===== src/hdl/mshb_pkg.sv =====
// Shared constants, queue word layout and back-end state codes for the byte hash unit.
package mshb_pkg;

   localparam logic [31:0] MIX_MUL    = 32'h5BD1E995;
   localparam logic [31:0] SEED_RESET = 32'hEE6B27EB;
   localparam int unsigned QUEUE_DEPTH = 4;
   localparam int unsigned QUEUE_AW    = $clog2(QUEUE_DEPTH);

   // One queue word: what the back end has to do for one accepted byte.
   typedef struct packed {
      logic        start;
      logic [31:0] seed_len;
      logic        word_en;
      logic [31:0] word;
      logic        finish;
      logic [23:0] tail;
      logic [1:0]  tail_cnt;
   } hash_op_type;

   typedef enum logic [3:0] {
      ST_IDLE,
      ST_K1,
      ST_K2,
      ST_K3,
      ST_H1,
      ST_H2,
      ST_TAIL,
      ST_T2,
      ST_RX,
      ST_RM,
      ST_OUT
   } back_state_type;

endpackage


===== src/hdl/murmur_style_64bit_byte_hash_unit.sv =====
// Byte-serial 64-bit hash unit: front end, work queue and multiply back end.
// Throughput: one byte word per cycle while the queue has room; the back end handles each
// completed 4-byte word in one pop step and five multiply steps on its 32x32 multiplier.
// Once the queue ahead is drained, the hash of a message follows its last byte through the
// pop, the five-step word mix if that byte ends a word, one or two tail steps, four finish
// rounds of an RX and an RM step each, and the output step. Reset is synchronous, active
// high, and restores the default seed and empties all stages.
module murmur_style_64bit_byte_hash_unit (
   input  logic        clock,
   input  logic        reset,
   input  logic        csr_write_enable,
   input  logic [31:0] csr_write_data,
   input  logic        req_valid,
   output logic        req_stall,
   input  logic [7:0]  req_byte_value,
   input  logic        req_byte_valid,
   input  logic        req_is_last,
   input  logic [15:0] req_message_length,
   output logic        rsp_valid,
   input  logic        rsp_stall,
   output logic [63:0] rsp_hash_value
);
   import mshb_pkg::*;

   // The front end classifies each accepted word: a message start carries the seed xor
   // length, a fourth byte carries a completed little-endian word, and a last byte carries
   // the leftover tail bytes. Only words that need back-end work enter the queue, so bytes
   // in the middle of a word take no queue slot, though they are held too while it is full.
   logic        push, queue_full, queue_empty, pop;
   hash_op_type push_op, head_op;

   mshb_front u_front (
      .clock              (clock),
      .reset              (reset),
      .csr_write_enable   (csr_write_enable),
      .csr_write_data     (csr_write_data),
      .req_valid          (req_valid),
      .req_stall          (req_stall),
      .req_byte_value     (req_byte_value),
      .req_byte_valid     (req_byte_valid),
      .req_is_last        (req_is_last),
      .req_message_length (req_message_length),
      .push               (push),
      .push_op            (push_op),
      .queue_full         (queue_full)
   );

   // The queue decouples the two sides, so bytes keep streaming while the back end is busy
   // mixing a word or holding a finished hash that the consumer has not taken yet.
   mshb_queue u_queue (
      .clock   (clock),
      .reset   (reset),
      .push    (push),
      .push_op (push_op),
      .full    (queue_full),
      .pop     (pop),
      .empty   (queue_empty),
      .head_op (head_op)
   );

   // The back end does every 64-bit multiply on one shared multiplier, as two 32x32 partial
   // products (one for a 32-bit block word), and owns the output register for the result word.
   mshb_back u_back (
      .clock          (clock),
      .reset          (reset),
      .queue_empty    (queue_empty),
      .head_op        (head_op),
      .pop            (pop),
      .rsp_valid      (rsp_valid),
      .rsp_stall      (rsp_stall),
      .rsp_hash_value (rsp_hash_value)
   );

endmodule


===== src/hdl/mshb_front.sv =====
// Front end: takes message bytes, assembles 32-bit words and builds back-end work words.
module mshb_front (
   input  logic                 clock,
   input  logic                 reset,
   input  logic                 csr_write_enable,
   input  logic [31:0]          csr_write_data,
   input  logic                 req_valid,
   output logic                 req_stall,
   input  logic [7:0]           req_byte_value,
   input  logic                 req_byte_valid,
   input  logic                 req_is_last,
   input  logic [15:0]          req_message_length,
   output logic                 push,
   output mshb_pkg::hash_op_type push_op,
   input  logic                 queue_full
);
   import mshb_pkg::*;

   logic [31:0] seed_ff;
   logic        in_msg_ff, in_msg_in;
   logic [23:0] part_ff, part_in;
   logic [1:0]  cnt_ff, cnt_in;
   logic        accept;
   logic [23:0] part_base;
   logic [1:0]  cnt_base;

   assign req_stall = queue_full;
   assign accept    = req_valid && !queue_full;

   always_comb begin
      part_base = in_msg_ff ? part_ff : 24'h0;
      cnt_base  = in_msg_ff ? cnt_ff  : 2'd0;
      part_in   = part_base;
      cnt_in    = cnt_base;

      push_op          = '0;
      push_op.start    = !in_msg_ff;
      push_op.seed_len = seed_ff ^ {16'h0, req_message_length};

      if (req_byte_valid) begin
         if (cnt_base == 2'd3) begin
            push_op.word_en = 1'b1;
            push_op.word    = {req_byte_value, part_base};
            part_in         = 24'h0;
            cnt_in          = 2'd0;
         end else begin
            case (cnt_base)
               2'd0:    part_in[7:0]   = req_byte_value;
               2'd1:    part_in[15:8]  = req_byte_value;
               default: part_in[23:16] = req_byte_value;
            endcase
            cnt_in = cnt_base + 2'd1;
         end
      end

      push_op.finish   = req_is_last;
      push_op.tail     = part_in;
      push_op.tail_cnt = cnt_in;
      in_msg_in        = !req_is_last;

      push = accept && (push_op.start || push_op.word_en || push_op.finish);
   end

   always_ff @(posedge clock) begin
      if (reset) begin
         seed_ff   <= SEED_RESET;
         in_msg_ff <= 1'b0;
         part_ff   <= 24'h0;
         cnt_ff    <= 2'd0;
      end else begin
         if (csr_write_enable) begin
            seed_ff <= csr_write_data;
         end
         if (accept) begin
            in_msg_ff <= in_msg_in;
            part_ff   <= part_in;
            cnt_ff    <= cnt_in;
         end
      end
   end

endmodule


===== src/hdl/mshb_queue.sv =====
// Small register queue that carries work words from the front end to the back end.
module mshb_queue (
   input  logic                  clock,
   input  logic                  reset,
   input  logic                  push,
   input  mshb_pkg::hash_op_type push_op,
   output logic                  full,
   input  logic                  pop,
   output logic                  empty,
   output mshb_pkg::hash_op_type head_op
);
   import mshb_pkg::*;

   hash_op_type              slot_ff [QUEUE_DEPTH];
   logic [QUEUE_AW-1:0]      wr_ptr_ff, rd_ptr_ff;
   logic [QUEUE_AW:0]        count_ff;
   logic                     do_push, do_pop;

   assign full    = (count_ff == (QUEUE_AW+1)'(QUEUE_DEPTH));
   assign empty   = (count_ff == '0);
   assign do_push = push && !full;
   assign do_pop  = pop && !empty;
   assign head_op = slot_ff[rd_ptr_ff];

   always_ff @(posedge clock) begin
      if (do_push) begin
         slot_ff[wr_ptr_ff] <= push_op;
      end
   end

   always_ff @(posedge clock) begin
      if (reset) begin
         wr_ptr_ff <= '0;
         rd_ptr_ff <= '0;
         count_ff  <= '0;
      end else begin
         if (do_push) begin
            wr_ptr_ff <= wr_ptr_ff + 1'b1;
         end
         if (do_pop) begin
            rd_ptr_ff <= rd_ptr_ff + 1'b1;
         end
         if (do_push && !do_pop) begin
            count_ff <= count_ff + 1'b1;
         end else if (do_pop && !do_push) begin
            count_ff <= count_ff - 1'b1;
         end
      end
   end

endmodule


===== src/hdl/mshb_back.sv =====
// Back end: word mixing, tail and finish rounds on one shared 32x32 multiplier.
module mshb_back (
   input  logic                  clock,
   input  logic                  reset,
   input  logic                  queue_empty,
   input  mshb_pkg::hash_op_type head_op,
   output logic                  pop,
   output logic                  rsp_valid,
   input  logic                  rsp_stall,
   output logic [63:0]           rsp_hash_value
);
   import mshb_pkg::*;

   back_state_type state_ff, state_in;
   hash_op_type    op_ff, op_in;
   logic [63:0]    h1_ff, h1_in, h2_ff, h2_in;
   logic [63:0]    k_ff, k_in, acc_ff, acc_in;
   logic           parity_ff, parity_in;
   logic [1:0]     rnd_ff, rnd_in;
   logic           rsp_valid_ff, rsp_valid_in;
   logic [63:0]    rsp_hash_ff, rsp_hash_in;

   logic [31:0]    mul_a;
   logic [63:0]    mul_p;
   logic [63:0]    hi_term;
   logic [63:0]    tgt, mix, tailx, rx;

   function automatic logic [63:0] sext8(input logic [7:0] b);
      return {{56{b[7]}}, b};
   endfunction

   function automatic logic [63:0] asr(input logic [63:0] x, input logic [1:0] r);
      logic [63:0] res;
      case (r)
         2'd0:    res = 64'($signed(x) >>> 18);
         2'd1:    res = 64'($signed(x) >>> 22);
         2'd2:    res = 64'($signed(x) >>> 17);
         default: res = 64'($signed(x) >>> 19);
      endcase
      return res;
   endfunction

   assign mul_p          = 64'(mul_a) * 64'(MIX_MUL);
   assign hi_term        = {mul_p[31:0], 32'h0};
   assign rsp_valid      = rsp_valid_ff;
   assign rsp_hash_value = rsp_hash_ff;

   always_comb begin
      state_in     = state_ff;
      op_in        = op_ff;
      h1_in        = h1_ff;
      h2_in        = h2_ff;
      k_in         = k_ff;
      acc_in       = acc_ff;
      parity_in    = parity_ff;
      rnd_in       = rnd_ff;
      rsp_hash_in  = rsp_hash_ff;
      rsp_valid_in = rsp_valid_ff && rsp_stall;
      pop          = 1'b0;
      mul_a        = 32'h0;
      tgt          = parity_ff ? h2_ff : h1_ff;
      mix          = k_ff ^ 64'($signed(k_ff) >>> 24);
      tailx        = sext8(op_ff.tail[7:0]);
      if (op_ff.tail_cnt >= 2'd2) begin
         tailx = tailx ^ (sext8(op_ff.tail[15:8]) << 8);
      end
      if (op_ff.tail_cnt == 2'd3) begin
         tailx = tailx ^ (sext8(op_ff.tail[23:16]) << 16);
      end
      rx = rnd_ff[0] ? (h2_ff ^ asr(h1_ff, rnd_ff)) : (h1_ff ^ asr(h2_ff, rnd_ff));

      unique case (state_ff)
         ST_IDLE: begin
            if (!queue_empty) begin
               pop   = 1'b1;
               op_in = head_op;
               if (head_op.start) begin
                  h1_in     = {32'h0, head_op.seed_len};
                  h2_in     = 64'h0;
                  parity_in = 1'b0;
               end
               if (head_op.word_en) begin
                  state_in = ST_K1;
               end else if (head_op.finish) begin
                  state_in = ST_TAIL;
               end
            end
         end
         ST_K1: begin
            mul_a    = op_ff.word;
            k_in     = mul_p;
            state_in = ST_K2;
         end
         ST_K2: begin
            mul_a    = mix[31:0];
            k_in     = mix;
            acc_in   = mul_p;
            state_in = ST_K3;
         end
         ST_K3: begin
            mul_a    = k_ff[63:32];
            k_in     = acc_ff + hi_term;
            state_in = ST_H1;
         end
         ST_H1: begin
            mul_a    = tgt[31:0];
            acc_in   = mul_p;
            state_in = ST_H2;
         end
         ST_H2: begin
            mul_a = tgt[63:32];
            if (parity_ff) begin
               h2_in = (acc_ff + hi_term) ^ k_ff;
            end else begin
               h1_in = (acc_ff + hi_term) ^ k_ff;
            end
            parity_in = !parity_ff;
            state_in  = op_ff.finish ? ST_TAIL : ST_IDLE;
         end
         ST_TAIL: begin
            rnd_in = 2'd0;
            if (op_ff.tail_cnt != 2'd0) begin
               mul_a    = 32'(h2_ff ^ tailx);
               h2_in    = h2_ff ^ tailx;
               acc_in   = mul_p;
               state_in = ST_T2;
            end else begin
               state_in = ST_RX;
            end
         end
         ST_T2: begin
            mul_a    = h2_ff[63:32];
            h2_in    = acc_ff + hi_term;
            state_in = ST_RX;
         end
         ST_RX: begin
            mul_a  = rx[31:0];
            acc_in = mul_p;
            if (rnd_ff[0]) begin
               h2_in = rx;
            end else begin
               h1_in = rx;
            end
            state_in = ST_RM;
         end
         ST_RM: begin
            if (rnd_ff[0]) begin
               mul_a = h2_ff[63:32];
               h2_in = acc_ff + hi_term;
            end else begin
               mul_a = h1_ff[63:32];
               h1_in = acc_ff + hi_term;
            end
            if (rnd_ff == 2'd3) begin
               state_in = ST_OUT;
            end else begin
               rnd_in   = rnd_ff + 2'd1;
               state_in = ST_RX;
            end
         end
         ST_OUT: begin
            if (!rsp_valid_ff || !rsp_stall) begin
               rsp_valid_in = 1'b1;
               rsp_hash_in  = {h1_ff[31:0] | h2_ff[63:32], h2_ff[31:0]};
               state_in     = ST_IDLE;
            end
         end
         default: begin
            state_in = ST_IDLE;
         end
      endcase
   end

   always_ff @(posedge clock) begin
      if (reset) begin
         state_ff     <= ST_IDLE;
         rsp_valid_ff <= 1'b0;
         parity_ff    <= 1'b0;
         rnd_ff       <= 2'd0;
      end else begin
         state_ff     <= state_in;
         rsp_valid_ff <= rsp_valid_in;
         parity_ff    <= parity_in;
         rnd_ff       <= rnd_in;
      end
   end

   always_ff @(posedge clock) begin
      op_ff       <= op_in;
      h1_ff       <= h1_in;
      h2_ff       <= h2_in;
      k_ff        <= k_in;
      acc_ff      <= acc_in;
      rsp_hash_ff <= rsp_hash_in;
   end

endmodule


===== config.mk =====
export PLATFORM = sky130hd
export DESIGN_NAME = murmur_style_64bit_byte_hash_unit
export DESIGN_NICKNAME = d
export VERILOG_FILES = /design/src/hdl/mshb_pkg.sv /design/src/hdl/murmur_style_64bit_byte_hash_unit.sv /design/src/hdl/mshb_front.sv /design/src/hdl/mshb_queue.sv /design/src/hdl/mshb_back.sv
export SDC_FILE = /design/constraint.sdc
export NUM_CORES = 2
export LEC_CHECK = 0
export BUFFER_PORTS_ARGS = -buffer_cell sky130_fd_sc_hd__buf_2
export CORE_MARGIN = 1.5
export CORE_UTILIZATION = 55
export DETAILED_ROUTE_END_ITERATION = 8
export MAX_ROUTING_LAYER = met4
export PLACE_DENSITY_LB_ADDON = 0.2
export SLEW_MARGIN = 20
export SYNTH_ARGS = -nofsm -noshare
export SYNTH_HDL_FRONTEND = slang
export SYNTH_HIERARCHICAL = 1
export SYNTH_SLANG_ARGS = --single-unit

===== constraint.sdc =====
create_clock -name clock -period 12.71 [get_ports clock]
set_clock_uncertainty 0.1 [all_clocks]
set_input_delay 1.271 -clock clock [delete_from_list [all_inputs] [get_ports clock]]
set_output_delay 1.271 -clock clock [all_outputs]
set_load 0.05 [all_outputs]

==> impl_metrics.env <==
export IMPL_status="finished, violations left"
export IMPL_violations="design-rule violations"
export IMPL_cts_setup_buffers=0
export IMPL_synth_seq_cells=826
export IMPL_crit_cells=39
export IMPL_critPathCapture="u_back/h2_ff[60]"
export IMPL_worst_path_max_fanout=22
export IMPL_critPathBufInv=5
export IMPL_cts_root_buf="clkbuf_16"
export IMPL_layout_setup_ws_ns=0.905
export IMPL_slew_violations=0
export IMPL_timing_reg2reg_setup_slack_ns=0.90
export IMPL_dpl_hpwl_um=165000
export IMPL_cts_sinks=826
export IMPL_netlist_instances=5042
export IMPL_placed_cells=6418
export IMPL_drt_wl_total_um=215000
export IMPL_grt_busiest_layer="met1"
export IMPL_syn_avg_cell_area_um2=11.8
export IMPL_use_met1_pct=55.6
export IMPL_rows=120
export IMPL_cp_required_ns=12.98
export IMPL_cp_end_kind="register"
export IMPL_cts_hold_buf=0
export IMPL_clk_pin_slew_ns=0.06
export IMPL_cts_buffer_depth=3
export IMPL_cp_slowest_stage_delay_ns=0.76
export IMPL_yosysTopAreaCell="edfxtp_1"
export IMPL_postSynth_asyncResetShare_pct=0
export IMPL_cts_resized=0
export IMPL_synth_main_ff_cell="edfxtp_1"
export IMPL_rsz0062_at_grt="false"
export IMPL_met2_usage_pct=51.2
export IMPL_startpoint="u_back/state_ff[3]"
export IMPL_die_x_um=333
export IMPL_crit_top_cell="ha_1"
export IMPL_slew_headroom_pct=18.9
export IMPL_synth_edff_count=750
export IMPL_nets=6029
export IMPL_whs_ns=0.397
export IMPL_globalRouteTotalUtil_pct=40.0
export IMPL_hp_class="register to register"
export IMPL_dr_pass1_iters=9
export IMPL_yosysUniqueCellTypes=97
export IMPL_ioPinCount=129
export IMPL_synthesis_area_um2=59700
export IMPL_layout_drive_gt1_share_pct=11.3
export IMPL_core_area_um2=107000
export IMPL_fin_cells=6572
export IMPL_final_cell_mix="edfxtp_1, inv_1, ha_1"
export IMPL_numPortBuffers=128
export IMPL_ys_seq_area_share_pct=40.3
export IMPL_area_delta_synth_final_pct=8.26
export IMPL_vias_per_cell=6.58
export IMPL_grt_pass1_wl_um=305000
export IMPL_worst_slew_pin_transition_ns=1.21
export IMPL_synth_area_top_cells="edfxtp_1, fa_1, ha_1"
export IMPL_cts_buffers=81
export IMPL_worstReg2RegStart="u_back/state_ff[3]"
export IMPL_clk_latency_ns=0.68
export IMPL_cp_slowest_cell="o21a_2"
export IMPL_max_freq_ghz=0.0847
export IMPL_crit_type="register to register"
export IMPL_yosysWarnings=6
export IMPL_dp_slack_ns=1.39
export IMPL_vias=43200
export IMPL_die_y_um=333
export IMPL_die_area_um2=111000
export IMPL_syn_num_nets=5973
export IMPL_setup_tns_ns=0
export IMPL_hold_viol_final=0
export IMPL_rr_worst_depth=39
export IMPL_htree_levels=3
export IMPL_worst_r2r_endpoint="u_back/h2_ff[60]"
export IMPL_setup_violations=0
export IMPL_cap_violations=0
export IMPL_place_congestion=1.11
export IMPL_synth_top_area_share_pct=37.7
export IMPL_start_util_pct=55.6
export IMPL_cp_top_family="adder cells"
export IMPL_antenna_found_initial=5
export IMPL_hold_start="u_front/seed_ff[29]"
export IMPL_period_share_pct=92.9
export IMPL_crit_arrival_ns=12.08
export IMPL_cts_tree="done"
export IMPL_final_common_cell="edfxtp_1"
export IMPL_grt_max_degree=90
export IMPL_crit_path_start_kind="register"
export IMPL_wl_per_cell_um=32.8
export IMPL_overflow=0
export IMPL_drt_initial_drc_count=7032
export IMPL_grt_pass1_vias=41500
export IMPL_grt_use_met3_pct=15.3
export IMPL_timing_final_crit_period_ns=11.81
export IMPL_drc_errors=113
export IMPL_ant_nets=0
==> cell type report <==
class	count	area (µm²)
fillers	8591	42700
multi-input cells	3240	32000
flip-flops and latches	826	24100
inverters	687	2580
clock buffers	101	2120
well taps	1403	1760
repair buffers	262	1650
clock inverters	47	499
diodes	6	15.0
==> flip-flops by register name, summed over array words and instances (netlist names), named ones only <==
signal / count
u_back/h1_ff: 64
u_back/parity_ff: 1
u_front/part_ff: 24
u_front/in_msg_ff: 1
u_back/h2_ff: 64
u_queue/count_ff: 3
u_back/op_ff: 59
u_front/cnt_ff: 2
u_back/rsp_valid: 1
u_queue/rd_ptr_ff: 2
u_back/k_ff: 64
u_back/rnd_ff: 2
u_back/acc_ff: 63
u_front/seed_ff: 32
u_back/rsp_hash_value: 64
u_queue/wr_ptr_ff: 2
u_queue/slot_ff: 372
u_back/state_ff: 4
==> layer usage <==
metal	wire length, µm	share of wire, %
met5	0	0
met4	12300	5.7
met3	32500	15
met2	84200	39
met1	86500	40
==> how the worst min path moves through the flow <==
stage               cells past startpoint  slack, ns                   endpoint
floorplan                               0       0.32  u_back/rsp_hash_value[19]
global placement                        0       0.37     u_queue/slot_ff[2][82]
detailed placement                      0       0.38     u_queue/slot_ff[1][89]
CTS                                     0       0.40     u_queue/slot_ff[3][89]
global route                            0       0.42     u_queue/slot_ff[3][89]
finish                                  0       0.40     u_queue/slot_ff[1][89]
==> cells in the mapped netlist, types with 14 or more instances <==
cell,n
a211o_1,43
o21bai_1,15
a221oi_1,27
o22ai_1,14
and2_1,36
nand4_1,24
or2_2,31
dfxtp_1,76
a222oi_1,87
mux2i_1,63
a22oi_1,64
xnor2_1,274
fa_1,424
mux4_2,93
ha_1,444
a22o_1,40
a21o_1,72
nor2_1,238
xor2_1,167
nand3_1,52
o21ai_0,147
clkbuf_1,200
buf_2,17
o221ai_1,34
o2111ai_1,19
nor3_1,17
a211oi_1,29
inv_1,686
buf_1,36
edfxtp_1,750
o211ai_1,55
nand2b_1,17
nor2b_1,35
and3_1,26
nand2_1,227
a221o_1,77
a21oi_1,199
buf_4,25
==> metrics by stage <==
stage | cell area [µm²] | util, %
3_5_place_dp | 62000 | 57.8
3_3_place_gp | 62000 | 57.8
2_1_floorplan | 59700 | -
5_1_grt | 64700 | 60.2
6_report | 64700 | 60.2
4_1_cts | 64600 | 60.2
==> cells by family (layout without fill, tap and decap cells) <==
logic type                 after synthesis  count (layout)  share of synthesized area [%]
AOI/OAI and AO/OA                     1011            1011                           12.5
xor gates and xnor gates               442             442                           6.49
adders and majority gates              868             868                           23.5
buffers and inverters                  976            1097                           6.44
DFF                                    826             826                           40.3
muxes                                  166             166                           4.75
other                                    0               6                              0
and+or+nand+nor                        753             753                           6.05
==> worst register-to-register path, delay by kind of cell, from the launching register on <==
kind,cells,cell delay [ns]
adders and majority gates,10,3.92
AOI/OAI and AO/OA,11,2.85
and+or+nand+nor,10,2.59
buffers and inverters,5,0.83
DFF,1,0.68
xor gates and xnor gates,3,0.53
Power is left out: the tool's default activity adds up to more than one toggle a clock period on the data nets, which glitch-free logic cannot reach.
